`config.mk`:
```
export PLATFORM = sky130hd
export DESIGN_NAME = lcmc_update
export DESIGN_NICKNAME = d
export VERILOG_FILES = /design/src/design/lcmc_pkg.sv /design/src/design/lcmc_update.sv
export SDC_FILE = /design/constraint.sdc
export NUM_CORES = 1
export LEC_CHECK = 0
export BUFFER_PORTS_ARGS = -buffer_cell sky130_fd_sc_hd__buf_2
export CAP_MARGIN = 40
export CORE_AREA = 2 2 155 157
export DETAILED_ROUTE_END_ITERATION = 10
export DIE_AREA = 0 0 157 159
export GPL_TIMING_DRIVEN = 1
export MAX_ROUTING_LAYER = met4
export SLEW_MARGIN = 30
export SYNTH_ARGS = -nofsm -noshare
export SYNTH_HDL_FRONTEND = slang
export SYNTH_SLANG_ARGS = --single-unit
```
`constraint.sdc`:
```
create_clock -name vclk -period 12.8
set_input_delay 2.56 -clock vclk [all_inputs]
set_output_delay 2.56 -clock vclk [all_outputs]
set_load 0.01 [all_outputs]
```
`src/design/lcmc_pkg.sv`:
```
package lcmc_pkg;

    // Fixed cache geometry
    localparam int SET_COUNT  = 64;
    localparam int SET_BITS   = 6;
    localparam int LINE_SHIFT = 6;
    // Seen bitmap is stored as 64-bit words, indexed by the line bits above the set
    localparam int SEEN_WORD_BITS = 64;
    localparam int SEEN_SHIFT     = LINE_SHIFT + SET_BITS;

    typedef enum logic [1:0] {
        OUTCOME_HIT      = 2'd0,
        OUTCOME_CONFLICT = 2'd1,
        OUTCOME_COLD     = 2'd2
    } outcome_t;

    typedef enum logic [1:0] {
        ST_CLEAR,
        ST_IDLE,
        ST_ACCESS
    } state_t;

    // Read and write strobes for one memory
    typedef struct packed {
        logic rd_en;
        logic wr_en;
    } mem_cmd_t;

endpackage

```
`src/design/lcmc_update.sv`:
```
module lcmc_update #(
    parameter int TAG_W    = 8,
    parameter int WAYS     = 8,
    parameter int WAY_BITS = 3
) (
    input  logic [TAG_W-1:0]                    tag,
    input  logic [5:0]                          bit_idx,
    input  logic [WAYS*TAG_W-1:0]               tags,
    input  logic [WAYS-1:0]                     valid,
    input  logic [WAYS*WAY_BITS-1:0]            rec,
    input  logic [lcmc_pkg::SEEN_WORD_BITS-1:0] seen_word,
    input  logic [31:0]                         count,
    output logic [WAYS*TAG_W-1:0]               new_tags,
    output logic [WAYS-1:0]                     new_valid,
    output logic [WAYS*WAY_BITS-1:0]            new_rec,
    output logic [lcmc_pkg::SEEN_WORD_BITS-1:0] new_seen_word,
    output logic [31:0]                         new_count,
    output lcmc_pkg::outcome_t                  outcome,
    output logic [WAY_BITS-1:0]                 way
);
    import lcmc_pkg::*;

    logic                hit;
    logic [WAY_BITS-1:0] hit_way;
    logic                free_found;
    logic [WAY_BITS-1:0] free_way;
    logic                pos_found;
    logic [WAY_BITS-1:0] pos;

    // Tag match and free-way search, lowest way wins
    always_comb
    begin
        hit        = 1'b0;
        hit_way    = '0;
        free_found = 1'b0;
        free_way   = '0;
        for (int w = 0; w < WAYS; w++)
        begin
            if (!hit && valid[w] && tags[w*TAG_W +: TAG_W] == tag)
            begin
                hit     = 1'b1;
                hit_way = WAY_BITS'(w);
            end
            if (!free_found && !valid[w])
            begin
                free_found = 1'b1;
                free_way   = WAY_BITS'(w);
            end
        end
    end

    // Way selection: hit way, else free way, else least recent
    always_comb
    begin
        if (hit)
        begin
            way = hit_way;
        end
        else if (free_found)
        begin
            way = free_way;
        end
        else
        begin
            way = rec[(WAYS-1)*WAY_BITS +: WAY_BITS];
        end
    end

    // Fill on miss, classify through the seen bitmap
    always_comb
    begin
        new_tags      = tags;
        new_valid     = valid;
        new_seen_word = seen_word;
        new_count     = count;
        outcome       = OUTCOME_HIT;
        if (!hit)
        begin
            new_tags[way*TAG_W +: TAG_W] = tag;
            new_valid[way]               = 1'b1;
            if (seen_word[bit_idx])
            begin
                outcome = OUTCOME_CONFLICT;
                if (count != '1)
                begin
                    new_count = count + 32'd1;
                end
            end
            else
            begin
                outcome                = OUTCOME_COLD;
                new_seen_word[bit_idx] = 1'b1;
            end
        end
    end

    // Move the way to the front, shifting the entries ahead of it back by one
    always_comb
    begin
        pos_found = 1'b0;
        pos       = '0;
        for (int i = 0; i < WAYS; i++)
        begin
            if (!pos_found && rec[i*WAY_BITS +: WAY_BITS] == way)
            begin
                pos_found = 1'b1;
                pos       = WAY_BITS'(i);
            end
        end
        new_rec = rec;
        new_rec[WAY_BITS-1:0] = way;
        for (int i = 1; i < WAYS; i++)
        begin
            if (WAY_BITS'(i) <= pos)
            begin
                new_rec[i*WAY_BITS +: WAY_BITS] = rec[(i-1)*WAY_BITS +: WAY_BITS];
            end
        end
    end

endmodule

```
==> impl_metrics.yaml, run 1 <==
floorplan:
  die_y_um: 159
  coreArea_um2: 23200
  initial_core_util: 0.202
  io_pins: 403
  chipWidth_um: 157
  dieArea_um2: 25000
  rows: 56
power:
  p_leak_nw: 3.19
  vdd_ir_drop_max_uv: 18.3
  pwr-share-comb: 1.000
  internal-power_mw: 0.124
  p_clk_frac: 0
  power_density_nw_per_um2: 41.8
  switching_share: 0.566
  p_seq_frac: 0
  total_power_mw: 0.285
  p_switching_mw: 0.161
sta:
  max_freq_mhz: 105
  finalSetupViolCount: 0
  finalSetupTns_ps: 0
  fin_crit_ps: 9500
  rsz0062_at_grt: "false"
  slew-limit-headroom: 0.495
  min_period_over_period: 0.742
  final-hold-violation-count: 0
  drv_slew: 0
  worstMarginPinSlew_ps: 750
place:
  place_congestion: 0.958
  dp_hpwl_um: 21700
  placed_cells: 1375
  io_buffers: 403
cts:
  post_cts_buffers: 0
  cts_hold_repair.buffers: 0
  post_cts_resized: 0
setup_path:
  cp_max_fo: 16
  cp_data_required_time_ps: 10240
  worstPathArrival_ps: 6940
  start_kind: "input pin"
  crit_type: "in -> out"
  endpoint_kind: "output port"
job:
  drv_cap: 0
hold_path:
  min_path_type: "in -> out"
  worstHoldStart: "count[20]"
  min_path_cells: 3
  worstHoldEndpoint: "new_count[20]"
finish:
  syn_to_final_growth_pct: 46.0
  fin_cells: 1378
  clkbuf_count: 0
  drive_gt1_frac: 0.441
  register_area_um2: 0
  seq_cell_count: 0
  num-fill-cells: 2610
  fin_nets: 1270
synth:
  synth_fp_nets: 912
  yosysUniqueCellTypes: 63
  yosysSeqAreaShare: 0
  synthCells: 700
  synth.avg_cell_area_um2: 6.69
  synthTopCellsByArea: "xnor2_1 (15%), o21bai_1 (11%), mux2_2 (9.4%)"
  synth_commonest_cells: "nand2_1 (111), xnor2_1 (79), o21bai_1 (66)"
  ys_warn_count: 0
  syn-cell-area_um2: 4680
  synth_top_cell_area_share: 0.148
  netlist.top_cell.by_area: "xnor2_1"
  synth.most_common_cell: "nand2_1"
detailed_routing:
  drt_iter0_drc: 408
  wl_um: 25200
  dr.pass1.iters: 5
  drc: 0
  antenna_left: 0
  vias: 6686
  vias_per_cell: 4.85
  wl_per_cell_um: 18.3
grt:
  antenna_found_initial: 3
  grt_max_degree: 30
  grt_pass1_vias: 6341
  grt_pass1_wl_um: 37100
  grt-ovfl-total: 0
  grt_usage: 0.192
run_status:
  outcome: "finished, final reports clean"
==> placed cells by master (no fill, tap or decap), drive strengths merged, types with 3 or more instances in the layout <==
master | Yosys | routed
buf | 34 | 404
ha | 6 | 6
a31oi | 6 | 6
diode | 0 | 3
inv | 30 | 30
mux4 | 8 | 8
o22ai | 3 | 3
or2 | 3 | 3
xnor2 | 79 | 79
nor2b | 4 | 4
mux2 | 41 | 41
o21bai | 66 | 66
o21ai | 59 | 59
a21oi | 7 | 7
nor2 | 31 | 31
xor2 | 34 | 34
nand3 | 46 | 46
mux2i | 10 | 10
nand4 | 17 | 17
and3 | 6 | 6
and2 | 11 | 11
nor3 | 16 | 16
nand3b | 5 | 5
nor4 | 7 | 7
o211ai | 3 | 3
nand2 | 111 | 111
a211oi | 6 | 6
or3 | 5 | 5
==> critical path, stage by stage <==
cell and delay [ps]:
buf_2 350, xnor2_1 180, nand3_1 120, nor3_1 410, o21ai_0 150, a211oi_1 230, or2_1 620, clkinv_4 290
ha_1 290, ha_1 330, inv_1 50, a211oi_1 340, nand2_1 390, o21ai_0 420, buf_2 200
==> how the worst max path moves through the flow <==
stage                       from      endpoint  slack, ps  cells past startpoint
after floorplan           tag[3]  new_tags[61]       4680                     18
after global placement    tag[3]  new_tags[31]       3420                     15
after detailed placement  tag[3]  new_tags[31]       3320                     15
after CTS                 tag[3]  new_tags[31]       3310                     15
after global routing      tag[3]  new_tags[49]       2820                     15
final                     tag[3]  new_tags[31]       3300                     15
==> logic make-up after synthesis <==
group                    count (synthesis)  share of synthesized area
AND/OR/NAND/NOR                        275                      0.285
AO/OA/AOI/OAI                          168                      0.240
XOR/XNOR                               113                      0.211
buffers and inverters                   79                     0.0871
multiplexers                            59                      0.160
adder cells (fa/ha/maj)                  6                     0.0160
==> area by class of cell <==
type / instances / area [um2] / area share
repair buffers: 404 / 2020 / 0.296
diodes: 3 / 7.51 / 0.00110
multi-input cells: 621 / 4280 / 0.627
well taps: 319 / 399 / 0.0584
inverters: 31 / 121 / 0.0178
==> metal layers <==
layer,global-route usage,vias to the layer above,part of all wire
met5,-,-,0
met4,0.0267,0,0.015
met3,0.0223,25,0.069
met2,0.318,337,0.46
met1,0.255,3124,0.45
li1,-,3200,-
==> power groups by stage <==
stage               Combinational, mW     Clock, mW  Sequential, mW
finish                          0.285  0.0000000299               0
global route                    0.309  0.0000000291               0
CTS                             0.285             0               0
detailed placement              0.283             0               0
global placement                0.283             0               0
floorplan                       0.165             0               0
==> metrics by stage <==
step	utilization	hold WS [ps]	area [um2]	setup WS [ps]
finish	0.295	5400	6830	3300
global route	0.295	5420	6830	2820
CTS	0.294	5400	6830	3310
detailed placement	0.294	5400	6830	3320
global placement	0.294	5400	6820	3420
floorplan	-	5200	4680	4680
No activity file was read; power rests on OpenSTA's default activity.
==> inputs of run 2 (changes only) <==
- CORE_AREA: 2 2 155 157 -> 2 2 156 158
- DIE_AREA: 0 0 157 159 -> 0 0 158 160
- clock period: 12.8 -> 9.55 ns (I/O delays scaled with it)
==> impl_metrics.yaml, run 2 (synthesis gave the netlist of run 1 again) <==
floorplan:
  die_y_um: 160
  coreArea_um2: 23800
  dieArea_um2: 25300
  rows: 57
  initial_core_util: 0.197
  io_pins: 403
  chipWidth_um: 158
sta:
  drv_slew: 0
  rsz0062_at_grt: "false"
  finalSetupViolCount: 0
  fin_crit_ps: 8060
  min_period_over_period: 0.844
  slew-limit-headroom: 0.482
  worstMarginPinSlew_ps: 775
  finalSetupTns_ps: 0
  hold_slack_ps: 4100
  max_freq_mhz: 124
  final-hold-violation-count: 0
detailed_routing:
  wl_per_cell_um: 18.1
  drc: 0
  drt_iter0_drc: 475
  vias_per_cell: 4.79
  wl_um: 25100
  antenna_left: 0
  vias: 6636
  dr.pass1.iters: 5
power:
  p_leak_nw: 3.19
  power_density_nw_per_um2: 56.1
  vdd_ir_drop_max_uv: 25.9
cts:
  post_cts_buffers: 0
  post_cts_resized: 0
  cts_hold_repair.buffers: 0
setup_path:
  crit_type: "in -> out"
  start_kind: "input pin"
  worstPathArrival_ps: 6150
  cp_max_fo: 16
  cp_data_required_time_ps: 7640
  endpoint_kind: "output port"
run_status:
  outcome: "finished, final reports clean"
finish:
  layout.cells.most_common_list: "buf_2 (403), nand2_1 (111), xnor2_1 (79)"
  num-fill-cells: 2697
  seq_cell_count: 0
  fin_nets: 1270
  drive_gt1_frac: 0.442
  clkbuf_count: 0
  layout.cells.most_common: "buf_2"
  register_area_um2: 0
  fin_cells: 1384
  fin_area_um2: 6850
  syn_to_final_growth_pct: 46.3
job:
  drv_cap: 0
place:
  place_area_um2: 6840
  io_buffers: 403
  place_congestion: 0.924
  dp_hpwl_um: 21800
  placed_cells: 1380
grt:
  grt_pass1_vias: 6320
  grt-ovfl-total: 0
  grt_pass1_wl_um: 35700
  antenna_found_initial: 4
  grt_usage: 0.185
  grt_max_degree: 30
hold_path:
  min_path_type: "in -> out"
## run 2: changes by cell type in the layout (fill, tap and decap cells not counted), sizes merged
cell / before / now
diode: 3 / 4
## run 2: path summary, 6_finish.rpt
kind	from	to	slack (ps)	cells after the start
worst min-delay path	count[11]	new_count[11]	4100	3
worst max-delay path	tag[4]	new_tags[62]	1490	15
## run 2: area by class of cell
cell class / count / area (um2) / share of cell area
Inverter: 31 / 121 / 0.0177
Multi-Input combinational cell: 621 / 4290 / 0.626
Tap cell: 324 / 405 / 0.0592
Antenna cell: 4 / 10.0 / 0.00146
Timing Repair Buffer: 404 / 2020 / 0.296
## run 2: metrics by stage
step | total power [mW] | setup slack, ps | utilization
4_1_cts | 0.384 | 1530 | 0.287
2_1_floorplan | 0.221 | 2730 | -
5_1_grt | 0.416 | 1130 | 0.288
3_3_place_gp | 0.380 | 1610 | 0.286
6_report | 0.385 | 1490 | 0.288
3_5_place_dp | 0.382 | 1540 | 0.287
## run 2: worst max-delay path: stages
cell      delay, ps
buf_2           350
xnor2_1         170
nand4_1         130
nor3_1          280
o21ai_0         130
a211oi_1        240
or2_1           580
clkinv_4        270
ha_1            280
ha_1            320
a211oi_1        420
and2_1          540
nand3_1         150
o21ai_0         170
buf_2           200
## run 2: layer usage
metal / global-route usage / up-vias / routed length, um
met5: - / - / 0
met4: 0.0393 / 0 / 615
met3: 0.0277 / 34 / 1940
met2: 0.335 / 347 / 12500
met1: 0.214 / 3050 / 10100
li1: - / 3205 / -
## run 2: power by group
| group | total [mW] | internal (mW) | switching [mW] |
|---|---|---|---|
| logic | 0.385 | 0.167 | 0.218 |
| clock network | 0.0000000562 | 0.0000000562 | 0 |
| registers | 0 | 0 | 0 |
==> inputs of run 3 (changes only) <==
- CORE_AREA: 2 2 156 158 -> 2 2 155 157
- DIE_AREA: 0 0 158 160 -> 0 0 157 159
- clock period: 9.55 -> 6.5 ns (I/O delays scaled with it)
==> impl_metrics.yaml, run 3 (synthesis gave the netlist of run 1 again) <==
setup_path:
  critical_path.top_delay_family: "simple AND/OR/NAND/NOR gates"
  cp_slowest_cell: "a211oi_1"
  cp_slowest_stage_delay_ps: 420
  worstPathArrival_ps: 4930
  crit_type: "in -> out"
  endpoint_kind: "output port"
  worstPathCellList: "buf_2 -> xnor2_1 -> nand3_1 -> or3_1 -> and2_1 -> o21ai_1 -> and2_1 -> inv_2 -> ha_1 -> ha_1 -> inv_1 -> a211oi_1 -> nand2_1 -> o21ai_0 -> buf_2"
  start_kind: "input pin"
  setup.worst_path.start: "tag[2]"
  cp.depth: 15
  cp_data_required_time_ps: 5200
  cp_max_fo: 16
  worst-path-buf-inv: 4
power:
  p_leak_nw: 3.27
  vdd_ir_drop_max_uv: 33.2
  power_density_nw_per_um2: 82.4
  total_power_mw: 0.572
finish:
  layout.cells.most_common_list: "buf_2 (403), nand2_1 (110), xnor2_1 (79)"
  drive_gt1_frac: 0.450
  fin_cells: 1392
  syn_to_final_growth_pct: 48.4
  fin_nets: 1286
  register_area_um2: 0
  seq_cell_count: 0
  num-fill-cells: 2616
  clkbuf_count: 0
  layout.cells.most_common: "buf_2"
floorplan:
  die_y_um: 159
  initial_core_util: 0.202
  dieArea_um2: 25000
  rows: 56
  io_pins: 403
  chipWidth_um: 157
  coreArea_um2: 23200
hold_path:
  worstHoldStart: "count[20]"
  min_path_type: "in -> out"
  worstHoldEndpoint: "new_count[20]"
  min_path_cells: 3
detailed_routing:
  vias_per_cell: 4.84
  dr.pass1.iters: 5
  wl_per_cell_um: 18.2
  wl_um: 25400
  antenna_left: 0
  vias: 6743
  drt_iter0_drc: 434
  drc: 0
place:
  placed_cells: 1391
  place_congestion: 0.974
  io_buffers: 403
  dp_hpwl_um: 21900
grt:
  antenna_found_initial: 1
  grt_usage: 0.192
  grt-ovfl-total: 0
  grt_pass1_vias: 6317
  grt_pass1_wl_um: 37000
  grt_max_degree: 30
cts:
  post_cts_buffers: 0
sta:
  max_freq_mhz: 161
  worstMarginPinSlew_ps: 702
  finalSetupViolCount: 0
  rsz0062_at_grt: "true"
  final-hold-violation-count: 0
  slew-limit-headroom: 0.532
  drv_slew: 0
  min_period_over_period: 0.958
  hold_slack_ps: 2880
  fin_crit_ps: 6230
job:
  drv_cap: 0
run_status:
  outcome: "finished, final reports clean"
==> run 3: tightest hold or removal path, stage by stage <==
cell and delay, ps:
buf_2 90, xor2_1 60, buf_2 130
==> run 3: final cells by class <==
type / instances / area [um2] / share of cell area
Antenna cell: 1 / 2.50 / 0.000360
Multi-Input combinational cell: 621 / 4280 / 0.616
Inverter: 31 / 121 / 0.0175
Timing Repair Buffer: 420 / 2140 / 0.309
Tap cell: 319 / 399 / 0.0574
==> run 3: through the flow <==
| stage | worst slack (ps) | utilization | TNS, ps | cell area [um2] |
|---|---|---|---|---|
| finish | 275 | 0.300 | 0 | 6950 |
| CTS | 364 | 0.299 | 0 | 6940 |
| global route | -135 | 0.300 | -983 | 6950 |
| detailed placement | 377 | 0.299 | 0 | 6940 |
| global placement | 441 | 0.299 | 0 | 6940 |
| floorplan | 902 | - | 0 | 4680 |
==> run 3: how the worst max path moves through the flow <==
| stage | endpoint | slack, ps |
|---|---|---|
| final | new_tags[17] | 270 |
| after global routing | new_tags[17] | -140 |
| after CTS | new_count[30] | 360 |
| after detailed placement | new_tags[29] | 380 |
| after global placement | new_count[30] | 440 |
| after floorplan | new_tags[61] | 900 |
==> run 3: routing by layer <==
metal	up-vias	wire [um]	GRT usage	part of all wire
met5	-	0	-	0
met2	357	11900	0.327	0.47
met4	0	489	0.0279	0.019
li1	3213	-	-	-
met3	30	1820	0.0152	0.072
met1	3143	11100	0.253	0.44
==> run 3: repair_timing <==
action	CTS	global route
setup endpoints to repair	0	14
hold buffers	0	0
resized for setup	0	1
==> run 3: power by group <==
group	internal, mW	switching, mW	leakage, nW	total, mW
Sequential	0	0	0	0
Clock	0.0000000206	0	0.00000634	0.0000000206
Combinational	0.251	0.321	3.27	0.572
